**config.mk**
```make
export PLATFORM = sky130hd
export DESIGN_NAME = ett_cell
export DESIGN_NICKNAME = d
export VERILOG_FILES = /design/src/design/ett_pkg.sv /design/src/design/ett_cell.sv
export SDC_FILE = /design/constraint.sdc
export NUM_CORES = 1
export LEC_CHECK = 0
export CORE_ASPECT_RATIO = 1.5
export CORE_MARGIN = 1.5
export CORE_UTILIZATION = 65
export DETAILED_ROUTE_END_ITERATION = 8
export DONT_BUFFER_PORTS = 1
export PLACE_DENSITY = 0.81
export SYNTH_ARGS = -nofsm -noshare
export SYNTH_HDL_FRONTEND = slang
export SYNTH_SLANG_ARGS = --single-unit
export TNS_END_PERCENT = 100
```
**constraint.sdc**
```tcl
create_clock -name clock -period 6.93 [get_ports clock]
set_input_delay 0.693 -clock clock [delete_from_list [all_inputs] [get_ports clock]]
set_output_delay 0.693 -clock clock [all_outputs]
set_load 0.005 [all_outputs]
```
**src/design/ett_pkg.sv**
```systemverilog
// ett_pkg: shared types and constants for the event timer table
// command codes, per-slot write and scan control structs, default sizes
// no dependencies
package ett_pkg;

   localparam int SLOTS_DEF     = 16;
   localparam int TIME_BITS_DEF = 32;
   localparam int CMD_W         = 3;
   localparam int SLOT_W        = 4;
   localparam int FIELD_W       = 32;

   typedef enum logic [CMD_W-1:0] {
      CMD_SET     = 3'd0,
      CMD_RESET   = 3'd1,
      CMD_RESTART = 3'd2,
      CMD_STOP    = 3'd3,
      CMD_ADJUST  = 3'd4,
      CMD_POLL    = 3'd5
   } cmd_type;

   typedef enum logic {
      KIND_SUMMARY = 1'b0,
      KIND_EXPIRED = 1'b1
   } kind_type;

   typedef struct packed {
      logic              wr_en;
      cmd_type           cmd;
      logic [SLOT_W-1:0] slot;
   } wr_ctl_type;

   typedef struct packed {
      logic advance;
      logic drain;
      logic poll;
   } scan_ctl_type;

endpackage

```
**src/design/ett_cell.sv**
```systemverilog
// ett_cell: one timer slot of the chain, start time, interval and active mark
// checks expiry and folds its distance into the scan passed to its neighbor
// depends on ett_pkg
module ett_cell #(
   parameter int IDX       = 0,
   parameter int TIME_BITS = ett_pkg::TIME_BITS_DEF
) (
   input  logic                   clock,
   input  logic                   reset,
   input  ett_pkg::wr_ctl_type    wr,
   input  logic [TIME_BITS-1:0]   wr_interval,
   input  logic [TIME_BITS-1:0]   wr_shift,
   input  logic [TIME_BITS-1:0]   wr_now,
   input  ett_pkg::scan_ctl_type  scan,
   input  logic [TIME_BITS-1:0]   scan_now,
   input  logic                   token_prev,
   input  logic                   any_prev,
   input  logic [TIME_BITS-1:0]   best_prev,
   output logic                   token_ff,
   output logic                   any_ff,
   output logic [TIME_BITS-1:0]   best_ff,
   output logic                   expire
);

   logic [TIME_BITS-1:0] start_ff, start_in;
   logic [TIME_BITS-1:0] period_ff, period_in;
   logic                 active_ff, active_in;
   logic                 token_in, any_in;
   logic [TIME_BITS-1:0] best_in;
   logic [TIME_BITS-1:0] remain;
   logic                 hit, expired, act_eff, take;

   assign hit     = wr.wr_en && (int'(wr.slot) == IDX);
   assign expired = (scan_now - start_ff) >= period_ff;
   assign expire  = token_prev && scan.poll && active_ff && expired;
   assign act_eff = active_ff && !expire;
   assign remain  = start_ff + period_ff - scan_now;
   assign take    = act_eff && (!any_prev || (remain < best_prev));

   always_comb begin
      start_in  = start_ff;
      period_in = period_ff;
      active_in = active_ff;
      if (hit) begin
         unique case (wr.cmd)
            ett_pkg::CMD_SET: begin
               start_in  = wr_now;
               period_in = wr_interval;
               active_in = 1'b1;
            end
            ett_pkg::CMD_RESET: begin
               start_in  = start_ff + period_ff;
               active_in = 1'b1;
            end
            ett_pkg::CMD_RESTART: begin
               start_in  = wr_now;
               active_in = 1'b1;
            end
            ett_pkg::CMD_STOP: begin
               active_in = 1'b0;
            end
            ett_pkg::CMD_ADJUST: begin
               start_in = start_ff + wr_shift;
            end
            default: begin
            end
         endcase
      end
      if (expire && scan.advance) begin
         active_in = 1'b0;
      end
   end

   always_comb begin
      if (scan.advance) begin
         token_in = token_prev;
         any_in   = any_prev || act_eff;
         best_in  = take ? remain : best_prev;
      end else begin
         token_in = token_ff && !scan.drain;
         any_in   = any_ff;
         best_in  = best_ff;
      end
   end

   always_ff @(posedge clock) begin
      if (reset) begin
         start_ff  <= '0;
         period_ff <= '0;
         active_ff <= 1'b0;
         token_ff  <= 1'b0;
         any_ff    <= 1'b0;
      end else begin
         start_ff  <= start_in;
         period_ff <= period_in;
         active_ff <= active_in;
         token_ff  <= token_in;
         any_ff    <= any_in;
      end
   end

   always_ff @(posedge clock) begin
      best_ff <= best_in;
   end

endmodule

```
==> reports/summary.txt, run 1 <==
Fin. Hold Viols: 0
Tcrit/Tclk final: 94.1%
Largest net degree at the start of global routing: 70
GP Congestion: 1.00
Largest area contributor in the netlist: ha_1
PwrDens: 125 nW/um^2
ANT cells: 0
Hold path startpoint: reset
Setup violations, final: 0
Setup WS pre-CTS: 336 ps
Reg2Reg Depth: 27
IO buf count: 0
Worst EP arrival: 6650 ps
Most common cell on crit path: a21oi_1
Vias: 12100
CP endpoint kind: register
Pre-antenna DRT Iters: 5
Fin Setup TNS: 0 ps
Seq/Total Area, Yosys: 18.7%
Synth-to-Final Area Change: 4.61%
Async S/R FF share, synth: 0%
M1 GR Usage: 42.7%
Number of global-route vias before repair: 11800
CTS max path bufs: 2
Core Region: 18500 sq um
# clock sinks: 99
Synth Warn #: 0
Antenna violations before repair: 0
All-Layer GR Usage: 39.9%
Post-route cell area: 12900 sq um
Cells after synthesis: 1579
Required time worst endpoint: 7060 ps
Global-route wire length before repair: 60800 microns
Largest stage delay on the critical path: 420 ps
Met3 GRT Util: 8.53%
Net Count, Synth: 1945
Most common cell in the synthesized netlist: ha_1
CTS tree: built
Detailed-route wire length per cell: 21.7 microns
Synth unique cells: 80
Peak Freq: 153 MHz
Post-layout min period: 6520 ps
Top cells by count, synth: ha_1, a21oi_1, nand2_1
VDD IR max: 0.105 mV
Total grt overflow: 0
Register bit total from synthesis: 99
R2R Path Start: start_ff[0]
Status: complete, no violations
Num ports: 210
Met2 Track Usage GR: 68.8%
WHS Endpoint: period_ff[31]
Worst r2r dst: best_ff[22]
P_int: 1080 uW
Vias per cell: 6.68
Post-synth top flop: dfxtp_1
HP Class: in2reg
Slew headroom: 28.8%
Worst setup SP type: register
Die X: 115 microns
Combinational share of power: 27.5%
Slowest cell on the critical path: fa_1
Leak: 0.00557 uW
Post-layout net count: 1920
Std-Cell Rows: 61
Routed Antenna Nets: 0
Total power draw: 1610 uW
Largest fanout on the critical path: 24
WL final: 39300 microns
Fill cells: 1665
Sw Share: 32.8%
R2R Setup Slk: 410 ps
Slew Limit Fails: 0
GRT Max-Usage Layer: met2
Clk pin slew, worst setup/hold paths: 80 ps
Switching power: 527 uW
Reg power frac: 38.9%
Die height: 171 microns
Slew @ Worst Pin: 1060 ps
Clock share of power: 33.6%
Worst Hold Path Cells: 1
WS Path Type: reg2reg
Cell area after synthesis: 12300 sq um
Layout cells sized above 1: 4.49%
Htree depth: 3
Placed Instance Area: 12500 sq um
Final WS setup: 409 ps
Drt drc: 0
Cell chosen for the clock root: clkbuf_16
Max-Cap Viols: 0
Largest cells by area after synthesis: ha_1, dfxtp_1, edfxtp_1
Worst-Skew Late Latency: 380 ps
Hpwl dp: 32000 microns
Mean Syn Cell Area: 7.79 sq um
Die footprint: 19800 sq um
Starting Density: 66.3%
Iter 0 DRT Violations: 748
Inserted Clock Buffers: 9
Number of synthesized flops with an enable pin: 32
Share of the synthesized area in the top cell type: 19.0%
Final setup skew: 11.5 ps
==> cell families after synthesis <==
family	synth area share (%)
simple gates	14.9
compound gates	29.0
buf+inv	6.45
flops	18.7
xor+xnor	8.05
fa+ha+maj	19.7
mux	3.20
==> final cells by class <==
| class | instances | area (sq um) | share of cell area [%] |
|---|---|---|---|
| inverters | 161 | 604 | 4.70 |
| multi-input cells | 1273 | 9260 | 72.0 |
| repair buffers | 10 | 82.6 | 0.642 |
| clock buffers | 10 | 229 | 1.78 |
| clock inverters | 6 | 71.3 | 0.555 |
| flip-flops and latches | 99 | 2300 | 17.9 |
| well taps | 252 | 315 | 2.45 |
==> state kept, by name, indices dropped and copies added, names as in the netlist <==
signal,count
best_ff,32
period_ff,32
start_ff,32
active_ff,1
any_ff,1
token_ff,1
==> layout by cell type (no fill, tap or decap), types with 11 or more instances in the layout <==
| cell type | count |
|---|---|
| ha_1 | 186 |
| a21oi_1 | 170 |
| nand2_1 | 167 |
| inv_1 | 160 |
| nor2_1 | 88 |
| o21ai_0 | 74 |
| xnor2_1 | 74 |
| dfxtp_1 | 67 |
| a21o_1 | 53 |
| a221oi_1 | 49 |
| xor2_1 | 39 |
| nand3_1 | 32 |
| edfxtp_1 | 32 |
| a211oi_1 | 26 |
| o21a_1 | 24 |
| nand4_1 | 21 |
| nor2b_1 | 19 |
| mux2_1 | 19 |
| o21bai_1 | 18 |
| o21ai_1 | 15 |
| nor3_1 | 15 |
| o211ai_1 | 14 |
| a31oi_1 | 14 |
| nand2b_1 | 13 |
| mux2_2 | 11 |
==> per-layer routing <==
layer	wire, microns	up-vias
li1	-	5717
met1	14100	5655
met2	19000	557
met3	3060	176
met4	3130	0
met5	0	-
==> metrics by stage <==
step                cells  hold slack (ps)  utilization (%)
floorplan            1579              453                -
global placement     1794              462             67.4
detailed placement   1794              469             67.4
CTS                  1810              371             69.1
global route         1811              373             69.3
finish               1811              374             69.3
==> power by group through the flow <==
stage,sequential [uW],clock (uW),combinational [uW]
after detailed placement,639,0,428
after global placement,639,0,413
after global routing,627,559,491
after CTS,626,542,434
final,626,541,442
after floorplan,634,0,336
==> repair_timing <==
action	in CTS	in global routing
gates resized for setup	0	10
setup endpoints to repair	0	32
setup buffers	0	1
hold buffers	0	0
==> critical path, delay by kind of cell (launching register included) <==
family	cells	cell delay (ps)
and+or+nand+nor	3	440
muxes	2	590
AOI/OAI and AO/OA	15	2920
xor gates and xnor gates	1	130
DFF	1	340
adders and majority gates	4	1430
buffers and inverters	2	430
==> how the worst max path moves through the flow <==
stage / from / end / slack, ps / cells after the start
CTS: start_ff[0] / best_ff[20] / 140 / 25
detailed placement: start_ff[0] / best_ff[20] / 340 / 27
finish: start_ff[0] / best_ff[22] / 410 / 27
global placement: start_ff[0] / best_ff[16] / 460 / 25
floorplan: start_ff[0] / best_ff[22] / 960 / 26
global route: start_ff[0] / best_ff[12] / -0.6 / 27
No activity file was read; power rests on OpenSTA's default activity.
==> run 2, diff against run 1 <==
--- a/config.mk
+++ b/config.mk
@@ -5,12 +5,12 @@
 export SDC_FILE = /design/constraint.sdc
 export NUM_CORES = 1
 export LEC_CHECK = 0
+export BUFFER_PORTS_ARGS = -buffer_cell sky130_fd_sc_hd__buf_2
 export CORE_ASPECT_RATIO = 1.5
 export CORE_MARGIN = 1.5
-export CORE_UTILIZATION = 65
+export CORE_UTILIZATION = 59
 export DETAILED_ROUTE_END_ITERATION = 8
-export DONT_BUFFER_PORTS = 1
-export PLACE_DENSITY = 0.81
+export PLACE_DENSITY = 0.83
 export SYNTH_ARGS = -nofsm -noshare
 export SYNTH_HDL_FRONTEND = slang
 export SYNTH_SLANG_ARGS = --single-unit
==> reports/summary.txt, run 2 (synthesis gave the netlist of run 1 again) <==
Status: complete, no violations
Global-route wire length before repair: 63100 microns
Combinational share of power: 31.6%
WS Path Type: reg2reg
Slew @ Worst Pin: 890 ps
Die height: 180 microns
Post-layout net count: 2130
Setup crit end: best_ff[20]
Hpwl dp: 33000 microns
Reg power frac: 37.1%
P_int: 1110 uW
Post-route cell area: 13900 sq um
Fin Setup TNS: 0 ps
Largest net degree at the start of global routing: 70
Core Region: 20400 sq um
Reg2Reg Depth: 25
CTS max path bufs: 2
Top flop regs: best_ff x32, period_ff x32, start_ff x32
Drt drc: 0
Worst r2r dst: best_ff[20]
Detailed-route wire length per cell: 19.9 microns
Final setup skew: 8.32 ps
R2R Path Start: start_ff[0]
Final hold slack: 480 ps
CP Launch Point: start_ff[0]
WL final: 40500 microns
CTS tree: built
Worst EP arrival: 6600 ps
Htree depth: 3
Most common cell after layout, fill and taps aside: buf_2
Synth-to-Final Area Change: 13.0%
HP Class: reg2reg
Tcrit/Tclk final: 93.6%
Largest fanout on the critical path: 26
VDD IR max: 0.114 mV
Num ports: 210
Setup violations, final: 0
Die X: 121 microns
CP endpoint kind: register
PwrDens: 120 nW/um^2
Inserted Clock Buffers: 9
Slew Limit Fails: 0
Vias: 12900
IO buf count: 209
Clock share of power: 31.2%
Most frequent cells in the layout: buf_2, ha_1, a21oi_1
Sw Share: 33.4%
Switching power: 560 uW
GP Congestion: 1.09
R2R Setup Slk: 440 ps
Total grt overflow: 0
# clock sinks: 99
All-Layer GR Usage: 36.8%
RSZ-0062 raised after global routing: no
Required time worst endpoint: 7050 ps
Starting Density: 60.2%
Vias per cell: 6.35
Placed Instance Area: 13600 sq um
ANT cells: 0
Fin. Hold Viols: 0
Worst-Skew Late Latency: 370 ps
Slew headroom: 40.7%
Clk pin slew, worst setup/hold paths: 70 ps
Max-Cap Viols: 0
Die footprint: 21700 sq um
Layout cells sized above 1: 15.5%
Worst setup SP type: register
Fill cells: 1777
Antenna violations before repair: 0
Std-Cell Rows: 64
Peak Freq: 154 MHz
Pre-antenna DRT Iters: 5
Leak: 0.00638 uW
Number of global-route vias before repair: 12700
Routed Antenna Nets: 0
Iter 0 DRT Violations: 1055
Cell chosen for the clock root: clkbuf_16
Post-layout min period: 6490 ps
-- run 2: worst min-delay path by stage --
stage / cells after the start / start / end / slack, ps
global placement: 2 / period_ff[11] / period_ff[11] / 460
CTS: 2 / period_ff[10] / period_ff[10] / 480
floorplan: 2 / period_ff[10] / period_ff[10] / 450
finish: 2 / period_ff[10] / period_ff[10] / 480
global route: 2 / period_ff[10] / period_ff[10] / 500
detailed placement: 2 / period_ff[10] / period_ff[10] / 470
-- run 2: power by group through the flow --
stage / clock, uW / sequential, uW / combinational [uW]
after floorplan: 0 / 634 / 336
after global placement: 0 / 635 / 503
after detailed placement: 0 / 635 / 516
after CTS: 524 / 622 / 520
after global routing: 546 / 623 / 586
final: 522 / 622 / 530
-- run 2: what timing repair did --
| item | CTS | global route |
|---|---|---|
| buffers inserted | 0 | 0 |
| hold buffers | 0 | 0 |
| resized for setup | 0 | 5 |
| endpoints found under the setup margin | 0 | 31 |
-- run 2: cell type report --
| cell class | count | area, sq um | share of cell area (%) |
|---|---|---|---|
| Multi-Input combinational cell | 1273 | 9230 | 66.5 |
| Sequential cell | 99 | 2300 | 16.6 |
| Timing Repair Buffer | 220 | 1140 | 8.18 |
| Inverter | 161 | 604 | 4.35 |
| Tap cell | 264 | 330 | 2.38 |
| Clock buffer | 10 | 229 | 1.65 |
| Clock inverter | 6 | 56.3 | 0.405 |
-- run 2: critical path, cell delays in order, from the launching register on --
cell and delay [ps]:
dfxtp_1 340, ha_1 260, fa_1 420, a21oi_1 250, o211ai_1 180, a211oi_2 280
o31ai_1 170, a21o_1 210, a21oi_1 160, xnor2_1 110, ha_1 420, nand4_1 260
nor3_2 340, o41ai_4 140, o31ai_4 410, mux2i_1 230, o311ai_1 150, ha_1 320
o21ai_0 160, a21oi_1 60, o21a_1 170, o21ai_0 150, a21oi_1 130, a211oi_4 280
buf_8 260, mux2_2 370
-- run 2: layer usage --
metal	up-vias	wire [microns]	track usage, %
met1	6045	15400	41.8
met5	-	0	0
met3	159	2530	4.51
met2	569	19600	63.4
met4	0	2940	25.1
li1	6145	-	-
-- run 2: through the flow --
| step | power [uW] | instances | util [%] | setup slack [ps] |
|---|---|---|---|---|
| detailed placement | 1150 | 2017 | 66.5 | 276 |
| global route | 1750 | 2033 | 68.0 | 33.4 |
| floorplan | 971 | 1579 | - | 963 |
| finish | 1670 | 2033 | 68.0 | 443 |
| CTS | 1670 | 2033 | 67.9 | 206 |
| global placement | 1140 | 2017 | 66.5 | 425 |
